<file path="src/rtl/bfei_pkg.sv">
// ----------------------------------------------------------------------------
// bfei_pkg
// Shared constants, types and helpers for the MSB-first bit field
// extract/insert block.
// ----------------------------------------------------------------------------
package bfei_pkg;

  // Buffer geometry and field limits
  localparam int BUFFER_BYTES   = 64;
  localparam int MAX_FIELD_BITS = 32;
  localparam int TOTAL_BITS     = 8 * BUFFER_BYTES;
  localparam int ADDR_W         = $clog2(BUFFER_BYTES);

  // Worst-case number of bytes a field touches (start offset up to 7 bits)
  localparam int MAX_SPAN = (MAX_FIELD_BITS + 14) / 8;
  localparam int WIN_W    = 8 * MAX_SPAN;
  localparam int SH_W     = $clog2(WIN_W);
  localparam int CNT_W    = $clog2(MAX_SPAN + 1);

  // Transaction field widths
  localparam int OP_W  = 3;
  localparam int IDX_W = 6;
  localparam int POS_W = 9;
  localparam int LEN_W = 6;
  localparam int VAL_W = 32;

  typedef enum logic [OP_W-1:0] {
    OP_LOAD_BYTE    = 3'd0,
    OP_READ_BYTE    = 3'd1,
    OP_GET_UNSIGNED = 3'd2,
    OP_GET_SIGNED   = 3'd3,
    OP_SET_FIELD    = 3'd4
  } op_e;

  typedef struct packed {
    logic              we;
    logic [ADDR_W-1:0] addr;
    logic [7:0]        data;
  } mem_wr_t;

  typedef struct packed {
    logic              re;
    logic [ADDR_W-1:0] addr;
  } mem_rd_t;

  typedef struct packed {
    logic [WIN_W-1:0] word;
    logic [SH_W-1:0]  amt;
    logic             left;
  } shift_req_t;

  // Low len bits set
  function automatic logic [VAL_W-1:0] len_mask(input logic [LEN_W-1:0] len);
    logic [VAL_W:0] t;
    t = ((VAL_W + 1)'(1) << len) - (VAL_W + 1)'(1);
    return t[VAL_W-1:0];
  endfunction

endpackage

</file>
<file path="src/rtl/bfei_mem.sv">
// ----------------------------------------------------------------------------
// bfei_mem
// Byte buffer: one write port, one registered read port. Per-byte valid
// flags make the whole buffer read as zero right after reset.
// ----------------------------------------------------------------------------
module bfei_mem
  import bfei_pkg::*;
(
  input  logic       clk_i,
  input  logic       rst_ni,
  input  mem_wr_t    wr_i,
  input  mem_rd_t    rd_i,
  output logic [7:0] rdata_o
);

  logic [7:0]              mem_q [BUFFER_BYTES];
  logic [BUFFER_BYTES-1:0] valid_q;
  logic [7:0]              raw_q;
  logic                    rd_valid_q;

  always_ff @(posedge clk_i) begin
    if (wr_i.we) begin
      mem_q[wr_i.addr] <= wr_i.data;
    end
    if (rd_i.re) begin
      raw_q <= mem_q[rd_i.addr];
    end
  end

  always_ff @(posedge clk_i or negedge rst_ni) begin
    if (!rst_ni) begin
      valid_q    <= '0;
      rd_valid_q <= 1'b0;
    end else begin
      if (wr_i.we) begin
        valid_q[wr_i.addr] <= 1'b1;
      end
      if (rd_i.re) begin
        rd_valid_q <= valid_q[rd_i.addr];
      end
    end
  end

  assign rdata_o = rd_valid_q ? raw_q : 8'h00;

endmodule

</file>
<file path="src/rtl/bfei_shift.sv">
// ----------------------------------------------------------------------------
// bfei_shift
// Shared window shifter: aligns insert data and masks, and pulls an
// extracted field down to bit 0.
// ----------------------------------------------------------------------------
module bfei_shift
  import bfei_pkg::*;
(
  input  shift_req_t       req_i,
  output logic [WIN_W-1:0] word_o
);

  assign word_o = req_i.left ? (req_i.word << req_i.amt) : (req_i.word >> req_i.amt);

endmodule

</file>
<file path="src/rtl/bit_field_extract_insert.sv">
// ----------------------------------------------------------------------------
// bit_field_extract_insert
// Flow: load byte and rejected/no-op transactions go straight to the result; read
//   byte and get field read the spanned bytes (n = 1..5), then extract; set field
//   aligns data and mask, then rewrites the spanned bytes. The single buffer read
//   port streams one byte per cycle; a new transaction waits until the result is taken.
// Reset: asynchronous, active low; buffer reads as all zero after reset.
// ----------------------------------------------------------------------------
module bit_field_extract_insert
  import bfei_pkg::*;
(
  input  logic             clk_i,
  input  logic             rst_ni,
  // request channel
  input  logic             in_valid_i,
  output logic             in_stall_o,
  input  logic [OP_W-1:0]  operation_i,
  input  logic [IDX_W-1:0] byte_index_i,
  input  logic [POS_W-1:0] bit_position_i,
  input  logic [LEN_W-1:0] field_length_i,
  input  logic [VAL_W-1:0] write_value_i,
  // result channel
  output logic             out_valid_o,
  input  logic             out_stall_i,
  output logic [VAL_W-1:0] result_value_o,
  output logic             status_o
);

  // Sequencer: IDLE decodes, ALIGN_D/ALIGN_M prepare insert data and mask
  // through the shared shifter, BYTES streams the spanned bytes through the
  // buffer (read k+1 while merging/capturing k), EXTRACT shifts the field
  // down, DONE holds the result until taken.
  typedef enum logic [5:0] {
    S_IDLE    = 6'b000001,
    S_ALIGN_D = 6'b000010,
    S_ALIGN_M = 6'b000100,
    S_BYTES   = 6'b001000,
    S_EXTRACT = 6'b010000,
    S_DONE    = 6'b100000
  } state_e;

  state_e state_q, state_d;

  // control
  logic             pend_q, pend_d;
  logic [CNT_W-1:0] rd_k_q, rd_k_d;
  logic [CNT_W-1:0] cap_k_q, cap_k_d;

  // payload
  logic              set_q, set_d;
  logic              signed_q, signed_d;
  logic [ADDR_W-1:0] b0_q, b0_d;
  logic [CNT_W-1:0]  n_q, n_d;
  logic [LEN_W-1:0]  len_q, len_d;
  logic [SH_W-1:0]   sh_q, sh_d;
  logic [VAL_W-1:0]  val_q, val_d;
  logic [WIN_W-1:0]  data_q, data_d;
  logic [WIN_W-1:0]  mask_q, mask_d;
  logic [WIN_W-1:0]  win_q, win_d;
  logic [VAL_W-1:0]  res_q, res_d;
  logic              status_q, status_d;

  mem_wr_t          mem_wr;
  mem_rd_t          mem_rd;
  logic [7:0]       rdata;
  shift_req_t       sh_req;
  logic [WIN_W-1:0] sh_out;

  // request decode
  op_e              op;
  logic [2:0]       bit_off;
  logic             len_ok;
  logic             fld_past;
  logic             idx_past;
  logic [CNT_W-1:0] span;
  logic [SH_W-1:0]  sh_fld;

  assign op       = op_e'(operation_i);
  assign bit_off  = bit_position_i[2:0];
  assign len_ok   = (field_length_i != '0) && (32'(field_length_i) <= MAX_FIELD_BITS);
  assign fld_past = (32'(bit_position_i) + 32'(field_length_i)) > TOTAL_BITS;
  assign idx_past = 32'(byte_index_i) >= BUFFER_BYTES;
  assign span     = CNT_W'((32'(bit_off) + 32'(field_length_i) + 32'd7) >> 3);
  // field sits s bits below the window MSB; sh is the distance of its LSB
  assign sh_fld   = SH_W'(WIN_W - 32'(bit_off) - 32'(field_length_i));

  bfei_mem u_mem (
    .clk_i   (clk_i),
    .rst_ni  (rst_ni),
    .wr_i    (mem_wr),
    .rd_i    (mem_rd),
    .rdata_o (rdata)
  );

  bfei_shift u_shift (
    .req_i  (sh_req),
    .word_o (sh_out)
  );

  always_comb begin
    logic [7:0]       merged;
    logic [VAL_W-1:0] fld;
    logic [VAL_W-1:0] sbit;

    state_d  = state_q;
    pend_d   = pend_q;
    rd_k_d   = rd_k_q;
    cap_k_d  = cap_k_q;
    set_d    = set_q;
    signed_d = signed_q;
    b0_d     = b0_q;
    n_d      = n_q;
    len_d    = len_q;
    sh_d     = sh_q;
    val_d    = val_q;
    data_d   = data_q;
    mask_d   = mask_q;
    win_d    = win_q;
    res_d    = res_q;
    status_d = status_q;

    merged = 8'h00;
    fld    = '0;
    sbit   = '0;

    mem_wr      = '0;
    mem_rd      = '0;
    sh_req      = '0;
    sh_req.amt  = sh_q;

    case (state_q)
      S_IDLE: begin
        if (in_valid_i) begin
          res_d    = '0;
          status_d = 1'b0;
          state_d  = S_DONE;
          pend_d   = 1'b0;
          rd_k_d   = '0;
          cap_k_d  = '0;
          set_d    = 1'b0;
          signed_d = 1'b0;
          case (op)
            OP_LOAD_BYTE: begin
              if (idx_past) begin
                status_d = 1'b1;
              end else begin
                mem_wr.we   = 1'b1;
                mem_wr.addr = ADDR_W'(byte_index_i);
                mem_wr.data = write_value_i[7:0];
              end
            end
            OP_READ_BYTE: begin
              // handled as an unsigned 8-bit field on a byte boundary
              if (idx_past) begin
                status_d = 1'b1;
              end else begin
                b0_d    = ADDR_W'(byte_index_i);
                n_d     = CNT_W'(1);
                len_d   = LEN_W'(8);
                sh_d    = SH_W'(WIN_W - 8);
                state_d = S_BYTES;
              end
            end
            OP_GET_UNSIGNED, OP_GET_SIGNED, OP_SET_FIELD: begin
              if (!len_ok) begin
                // zero or overlong length: nothing done, reads zero
              end else if (fld_past) begin
                status_d = 1'b1;
              end else begin
                b0_d     = ADDR_W'(bit_position_i >> 3);
                n_d      = span;
                len_d    = field_length_i;
                sh_d     = sh_fld;
                val_d    = write_value_i;
                signed_d = (op == OP_GET_SIGNED);
                set_d    = (op == OP_SET_FIELD);
                state_d  = (op == OP_SET_FIELD) ? S_ALIGN_D : S_BYTES;
              end
            end
            default: ;
          endcase
        end
      end

      S_ALIGN_D: begin
        sh_req.word = WIN_W'(val_q & len_mask(len_q));
        sh_req.left = 1'b1;
        data_d      = sh_out;
        state_d     = S_ALIGN_M;
      end

      S_ALIGN_M: begin
        sh_req.word = WIN_W'(len_mask(len_q));
        sh_req.left = 1'b1;
        mask_d      = sh_out;
        state_d     = S_BYTES;
      end

      S_BYTES: begin
        if (rd_k_q < n_q) begin
          mem_rd.re   = 1'b1;
          mem_rd.addr = ADDR_W'(b0_q + ADDR_W'(rd_k_q));
          rd_k_d      = rd_k_q + CNT_W'(1);
        end
        pend_d = mem_rd.re;
        if (pend_q) begin
          for (int l = 0; l < MAX_SPAN; l++) begin
            if (cap_k_q == CNT_W'(l)) begin
              win_d[WIN_W-8-8*l +: 8] = rdata;
              merged = (rdata & ~mask_q[WIN_W-8-8*l +: 8])
                     | (data_q[WIN_W-8-8*l +: 8] & mask_q[WIN_W-8-8*l +: 8]);
            end
          end
          mem_wr.we   = set_q;
          mem_wr.addr = ADDR_W'(b0_q + ADDR_W'(cap_k_q));
          mem_wr.data = merged;
          cap_k_d     = cap_k_q + CNT_W'(1);
          if (cap_k_q == n_q - CNT_W'(1)) begin
            state_d = set_q ? S_DONE : S_EXTRACT;
          end
        end
      end

      S_EXTRACT: begin
        sh_req.word = win_q;
        sh_req.left = 1'b0;
        fld = VAL_W'(sh_out) & len_mask(len_q);
        if (signed_q) begin
          sbit = VAL_W'(1) << (len_q - LEN_W'(1));
          fld  = (fld ^ sbit) - sbit;
        end
        res_d   = fld;
        state_d = S_DONE;
      end

      S_DONE: begin
        if (!out_stall_i) begin
          state_d = S_IDLE;
        end
      end

      default: state_d = S_IDLE;
    endcase
  end

  always_ff @(posedge clk_i or negedge rst_ni) begin
    if (!rst_ni) begin
      state_q <= S_IDLE;
      pend_q  <= 1'b0;
      rd_k_q  <= '0;
      cap_k_q <= '0;
    end else begin
      state_q <= state_d;
      pend_q  <= pend_d;
      rd_k_q  <= rd_k_d;
      cap_k_q <= cap_k_d;
    end
  end

  always_ff @(posedge clk_i) begin
    set_q    <= set_d;
    signed_q <= signed_d;
    b0_q     <= b0_d;
    n_q      <= n_d;
    len_q    <= len_d;
    sh_q     <= sh_d;
    val_q    <= val_d;
    data_q   <= data_d;
    mask_q   <= mask_d;
    win_q    <= win_d;
    res_q    <= res_d;
    status_q <= status_d;
  end

  assign in_stall_o     = (state_q != S_IDLE);
  assign out_valid_o    = (state_q == S_DONE);
  assign result_value_o = res_q;
  assign status_o       = status_q;

endmodule
</file>
<file path="config.mk">
export PLATFORM = sky130hd
export DESIGN_NAME = bit_field_extract_insert
export DESIGN_NICKNAME = d
export VERILOG_FILES = /design/src/rtl/bfei_pkg.sv /design/src/rtl/bfei_mem.sv /design/src/rtl/bfei_shift.sv /design/src/rtl/bit_field_extract_insert.sv
export SDC_FILE = /design/constraint.sdc
export NUM_CORES = 2
export LEC_CHECK = 0
export ABC_AREA = 1
export BUFFER_PORTS_ARGS = -buffer_cell sky130_fd_sc_hd__buf_2
export CAP_MARGIN = 20
export CORE_MARGIN = 3
export CORE_UTILIZATION = 55
export CTS_CLUSTER_DIAMETER = 150
export DETAILED_ROUTE_END_ITERATION = 10
export PLACE_DENSITY = 0.71
export RECOVER_POWER = 50
export SLEW_MARGIN = 20
export SYNTH_ARGS = -nofsm -noshare
export SYNTH_HDL_FRONTEND = slang
export SYNTH_SLANG_ARGS = --single-unit
</file>
<file path="constraint.sdc">
create_clock -name clk_i -period 6.3 [get_ports clk_i]
set_clock_uncertainty 0.2 [all_clocks]
set_input_delay 0.315 -clock clk_i [delete_from_list [all_inputs] [get_ports clk_i]]
set_output_delay 0.315 -clock clk_i [all_outputs]
set_load 0.05 [all_outputs]
</file>
[After elaboration in Yosys (flattened, before gate mapping)]
Memory sizes are Yosys's and may differ from the RTL's. A register that Yosys moved wholly into a read port is not among the register bits.
Index checks and enable logic that the tools add are counted.
Word-level totals
  register bits after elaboration: 286
  logic and storage cells: 175
  memory bits (writable): 512
  bits of input ports: 60
  memories: 1
Operators by class
  muxes and demuxes: 54
  order comparisons: 6
  reductions and logical operators: 25
  shift operators: 4
  equal/unequal tests: 23
  add/sub/neg operators: 13
  bitwise gates (word level): 27
Memory list
  u_mem.mem_q: depth 64, width 8, read ports 1, clocked after memory_dff 1, wr ports 1, line bfei_mem.sv:16  | logic [7:0] mem_q [BUFFER_BYTES];
Operator list (number)
  one-hot mux 40 bit (3 select lines): 1
  AND 8 bit: 10
  2-to-1 mux 6 bit: 13
  AND 32 bit: 2
  2-to-1 mux 32 bit: 2
  OR 64 bit: 1
  one-hot mux 32 bit (2 select lines): 1
  left shift 1 x 6 -> 32 bit (first input constant): 2
  2-to-1 mux 8 bit: 6
  one-hot mux 6 bit (2 select lines): 4
  2-to-1 mux 15 bit: 3
  2-to-1 mux 40 bit: 1
  NOT 8 bit: 5
  OR 8 bit: 5
  left shift 40 x 6 -> 40 bit: 1
  right shift 40 x 6 -> 40 bit: 1
  one-hot mux 6 bit (6 select lines): 1
  subtractor 32 x 2 -> 32 bit (second input constant): 1
  subtractor 32 bit: 1
  XOR 32 bit: 1
  one-hot mux 15 bit (2 select lines): 1
  AND reduction 3 bit: 7
  one-hot mux 3 bit (2 select lines): 3
  2-to-1 mux 3 bit: 5
  42 further kinds: 74

[Depth between registers and ports, before layout]
  word-level depth: 15
  mapped depth: 37
  mapped depth without buffers: 37

[Modules after synthesis]
Synthesis repeated with hierarchy kept, for this count alone.
Second synthesis, totals
  cells, all modules: 4467
  area total of the unflattened synthesis: 41213.3 um2
By module, submodules not included
  bfei_mem: area an instance 23809.1 um2, times used 1, cells each 2001
  bit_field_extract_insert: area an instance 12804.8 um2, times used 1, cells each 1508
  bfei_shift: area an instance 4599.4 um2, times used 1, cells each 958

[Worst setup path before layout]
OpenSTA, ideal clock, no wires.
  kind: register -> register
  start: register state_q[5]
  end: register val_q[0] (enable)
  path buffers: 0
  required time: 5.639 ns
  slack: 1.195 ns
  cell stages (with the launch flop): 8
  arrival: 4.444 ns
  setup time: 0.461 ns
  cells stage by stage: dfrtp_1 -> nor2_1 -> nand4_1 -> a21oi_1 -> inv_1 -> nor2_1 -> inv_1 -> nor3_1
On the way
  cells in the longest elaborated chain, start to end: 2
Ends and longest elaborated chain
  start, declared: line bit_field_extract_insert.sv:42  | state_e state_q, state_d;
  start signal, assigned: line bit_field_extract_insert.sv:253  | state_q <= state_d;
  == test 6 x 1 -> 1 bit: line bit_field_extract_insert.sv:131  | case (state_q)
  AND reduction 5 bit (no source line)
  end signal, assigned: line bit_field_extract_insert.sv:267  | val_q <= val_d;
  end, declared: line bit_field_extract_insert.sv:56  | logic [VAL_W-1:0] val_q, val_d;
Every way passes these cells.
A chain may end at the register's enable or synchronous reset.

[Worst setup path in the final report]
  start: register state_q[4]
  end: register res_q[31], in the netlist result_value_o[31] (data pin)
On the way
  cells in the longest elaborated chain, start to end: 9
  elaborated cells between the ends (all ways): 15
  classes of those cells: 1 x add/sub; 4 x eq/ne; 2 x shift; 5 x mux; 2 x bitwise; 1 x reduce/logical
Ends and longest elaborated chain
  == test 6 x 5 -> 1 bit, or another cell as far along: line bit_field_extract_insert.sv:131
  one-hot mux 40 bit (3 select lines) / OR reduction 2 bit (equally long branches)
  right shift 40 x 6 -> 40 bit, or another cell as far along: line bfei_shift.sv:13  | assign word_o = req_i.left ? (req_i.word << req_i.amt) : (req_i.word >> req_i.amt);
  2-to-1 mux 40 bit *: line bfei_shift.sv:13
  named net sh_out[25]: line bit_field_extract_insert.sv:67  | logic [WIN_W-1:0] sh_out;
  AND 32 bit *: line bit_field_extract_insert.sv:227  | fld = VAL_W'(sh_out) & len_mask(len_q);
  XOR 32 bit *: line bit_field_extract_insert.sv:230  | fld = (fld ^ sbit) - sbit;
  subtractor 32 bit *: line bit_field_extract_insert.sv:230
  2-to-1 mux 32 bit *: line bit_field_extract_insert.sv:228  | if (signed_q) begin
  one-hot mux 32 bit (2 select lines) *: line bit_field_extract_insert.sv:131
  end signal, assigned: line bit_field_extract_insert.sv:271  | res_q <= res_d;
  end, declared: line bit_field_extract_insert.sv:60  | logic [VAL_W-1:0] res_q, res_d;
Mark *: on every way through the listed nets, which the timed path passes. The rest lies on a longest branch.

==> results.py <==
metrics = {
    "run_status": {
        "status": "complete, but fails checks",
        "violations": "max-capacitance violations, max-slew violations",
    },
    "cts": {
        "post_cts_buffers": 0,
        "ctsHoldBuffers": 58,
        "clock_tree.buffer_depth": 3,
        "clk_pin_slew_worst_paths_ns": 0.07,
        "clock_sinks": 806,
        "numCtsBuffers": 85,
        "cts_resized": 0,
        "cts.root.buffer_cell": "clkbuf_16",
        "cts-htree-levels": 3,
        "worst_skew_pair.late_latency_ns": 0.66,
        "cts_tree": "yes",
    },
    "sta": {
        "hold_viol_final": 0,
        "period_needed_ns": 5.785,
        "setup_total_negative_slack_ns": 0,
        "max_slew.worst_pin.slew_ns": 3.838,
        "rsz_0062_raised_after_global_routing": "false",
        "fmaxAchievable_mhz": 172.9,
        "maxSlewViolCount": 462,
        "timing.final.crit_share_pct": 91.82,
        "max-slew-margin-rel_pct": -155.9,
        "setup-violations-final": 0,
    },
    "critical_path": {
        "cp_cell_sequence": "nor2_1, nand4_1, nand2_1, buf_4, clkinv_1, nor2_1, inv_1, o21ai_0, nand2_1, inv_1, nand2_2, o21ai_0, nand2_1, nand2_1, nand2_1, nand2_1, a21oi_1, a31oi_1, nor2_1",
        "worstSetupEndpointType": "flip-flop",
        "reg2reg_setup_slack_ns": 0.52,
        "crit_type": "flip-flop to flip-flop",
        "crit_arrival_ns": 5.98,
        "worstSetupStartpoint": "state_q[4]",
        "critical_path.startpoint_type": "flip-flop",
        "cp_data_required_time_ns": 6.50,
        "worstReg2RegStart": "state_q[4]",
        "timing.critical_path.slowest_cell_delay_ns": 0.99,
        "timing.reg2reg.worst_path_depth": 19,
        "timing.rr.end": "result_value_o[31]",
        "critical_path.max_fanout": 25,
        "worst_path_max_delay_cell": "nand4_1",
        "setup_crit_end": "result_value_o[31]",
        "crit_path_frequent_cell": "nand2_1",
    },
    "global_routing": {
        "grt_pass1_wl_um": 205500,
        "grt_start_max_net_pins": 127,
        "antenna_found_initial": 3,
        "grt_pass1_vias": 32190,
        "grt_util_all_layers_pct": 33.99,
        "global_route.overflow_total": 0,
    },
    "die": {
        "die-width_um": 283.6,
        "rows": 101,
        "chipHeight_um": 283.6,
        "io_pins": 95,
        "die_area_um2": 80410,
        "core-area_um2": 76080,
        "initial_core_util_pct": 55.70,
    },
    "layout": {
        "syn2layout_area_growth_pct": 11.44,
        "regArea_um2": 23810,
        "multi_input_gate_area_in_the_final_layout_um2": 16420,
        "fin_nets": 4440,
        "finalNonFillerCells": 5445,
        "final.fill_count": 6375,
        "final_layout_size_suffix_gt1_share_pct": 13.17,
    },
    "detailed_routing": {
        "number_of_search_and_repair_iterations_in_the_first_detailed_routing_pass": 6,
        "route.detailed.vias_per_inst": 6.144,
        "wl_per_cell_um": 25.51,
        "drt_iter0_drc": 3974,
        "ant_nets": 0,
        "route.detailed.drc": 0,
        "drt_wl_total_um": 138900,
        "dr_total_vias": 33460,
    },
    "pwr": {
        "ir_drop_uv": 280.9,
        "leakage_nw": 19.58,
        "power_per_cell_area_nw_per_um2": 350.4,
        "fin_total_pwr_mw": 16.55,
    },
    "synthesis": {
        "synth_seq_cells": 806,
        "synth_enable_flop_cells": 728,
        "synthesis.yosys.warnings": 0,
        "synth_area_per_cell_um2": 10.01,
        "synthDistinctLibCells": 72,
        "syn_nets": 4330,
        "yosysSeqAreaShare_pct": 56.20,
        "netlist_area_um2": 42370,
        "postSynthCellCount": 4232,
        "dominantRegCellSynth": "edfxtp_1",
        "postSynth.asyncResetShare_pct": 9.677,
    },
    "placed_design": {
        "dp.final_hpwl_um": 96590,
        "place.port_buffers": 94,
        "place_congestion": 1.034,
        "place.detailed.instances": 5227,
    },
    "worst_hold_path": {
        "timing.hold.worst_path_depth": 5,
        "min-delay-path-class": "input port to flip-flop",
    },
    "run": {
        "max_cap_viol_count": 8,
    },
}
worst max-delay path: cells and delay by family, from the launching register on:
| kind | cells | cell delay (ns) |
|---|---|---|
| AOI/OAI and AO/OA | 4 | 0.60 |
| DFF | 1 | 0.39 |
| and+or+nand+nor | 11 | 2.83 |
| buffers and inverters | 4 | 1.48 |
through the flow:
stage | hold WS, ns | setup slack, ns | utilization, % | instance area, um^2
after global placement | -0.001025 | 0.7713 | 57.74 | 43930
after global routing | 0.04527 | 0.1487 | 62.06 | 47210
after CTS | 0.02097 | 0.7508 | 62.27 | 47370
after detailed placement | 0.001211 | 0.7726 | 57.74 | 43930
after floorplan | -0.1806 | 1.195 | - | 42370
final | 0.03499 | 0.5154 | 62.07 | 47220
worst min path at each step:
| stage | from | endpoint | slack, ns |
|---|---|---|---|
| floorplan | rst_ni | cap_k_q[0] | -0.18 |
| global placement | rst_ni | u_mem.valid_q[24] | -0.001 |
| detailed placement | rst_ni | u_mem.valid_q[24] | 0.001 |
| CTS | operation_i[2] | state_q[3] | 0.02 |
| global route | field_length_i[0] | len_q[0] | 0.05 |
| finish | field_length_i[0] | sh_q[0] | 0.03 |
area by class of cell:
type	count	share of cell area (%)
diodes	3	0.01590
clock buffers	119	4.966
clock inverters	38	1.092
inverters	286	2.276
multi-input cells	2910	34.78
flip-flops and latches	806	50.43
well taps	1030	2.729
repair buffers	253	3.704
synthesized netlist by cell type, types with 6 or more instances:
library cell,n,area share [%]
nand2_1,890,7.9
edfxtp_1,728,52
nand3_1,457,5.4
nor2_1,296,2.6
inv_1,267,2.4
o21ai_0,238,2.8
mux2_2,135,3.6
a21oi_1,133,1.6
mux2i_1,126,3.0
clkbuf_1,115,1.0
dfrtp_1,77,4.5
o311ai_0,77,1.6
o31ai_1,57,1.0
o21ai_1,52,0.61
o211ai_1,48,0.85
nand3_2,46,1.1
nand4_1,45,0.66
buf_1,40,0.35
buf_2,36,0.43
ha_1,33,0.97
nand2_2,33,0.49
or2_2,33,0.49
nor3_1,31,0.37
buf_4,28,0.50
a31oi_1,16,0.24
nor2_2,14,0.21
and2_1,13,0.19
o21a_1,11,0.19
inv_2,10,0.089
o21ai_2,10,0.21
a32o_1,9,0.21
clkinv_1,9,0.080
o2111ai_1,9,0.19
buf_6,8,0.21
nor2_4,8,0.21
nand3b_1,7,0.12
or2_1,7,0.10
o22ai_1,6,0.089
cell usage in the layout (no fill, tap or decap), drive strengths merged, types with 129 or more instances in the layout:
cell | Yosys | layout
edfxtp | 728 | 728
inv | 277 | 281
mux2 | 135 | 135
o21ai | 300 | 300
clkbuf | 117 | 185
nand3 | 504 | 504
buf | 112 | 129
nand2 | 924 | 924
a21oi | 136 | 136
nor2 | 319 | 319
metal layers:
metal	wire (um)	vias up	GRT usage, %
li1	-	15330	-
met1	53770	16100	43.41
met2	64750	1622	55.29
met3	9926	400	4.490
met4	10460	2	21.26
met5	12	-	0
flip-flops by register name, summed over array words and instances (netlist names):
name,cells
signed_q,1
mask_q,40
rd_k_q,3
u_mem.mem_q,512
data_q,40
u_mem.raw_q,8
b0_q,6
len_q,6
win_q,40
u_mem.rd_valid_q,1
val_q,32
sh_q,6
u_mem.valid_q,64
result_value_o,32
n_q,3
set_q,1
status_o,1
cap_k_q,3
pend_q,1
state_q,6
power breakdown:
group,internal (mW),switching [mW]
registers,6.19,0.117
clock network,2.96,2.16
logic,1.26,3.85
total,10.4,6.13
kinds of logic after synthesis:
family / after synthesis / share of synthesized area [%]
adders and majority gates: 38 / 1.211
muxes: 261 / 6.564
AOI/OAI and AO/OA: 700 / 10.31
buffers and inverters: 516 / 5.097
DFF: 806 / 56.20
xor gates and xnor gates: 10 / 0.2067
and+or+nand+nor: 1901 / 20.41
Note: power is estimated with default switching activity, not from simulation.
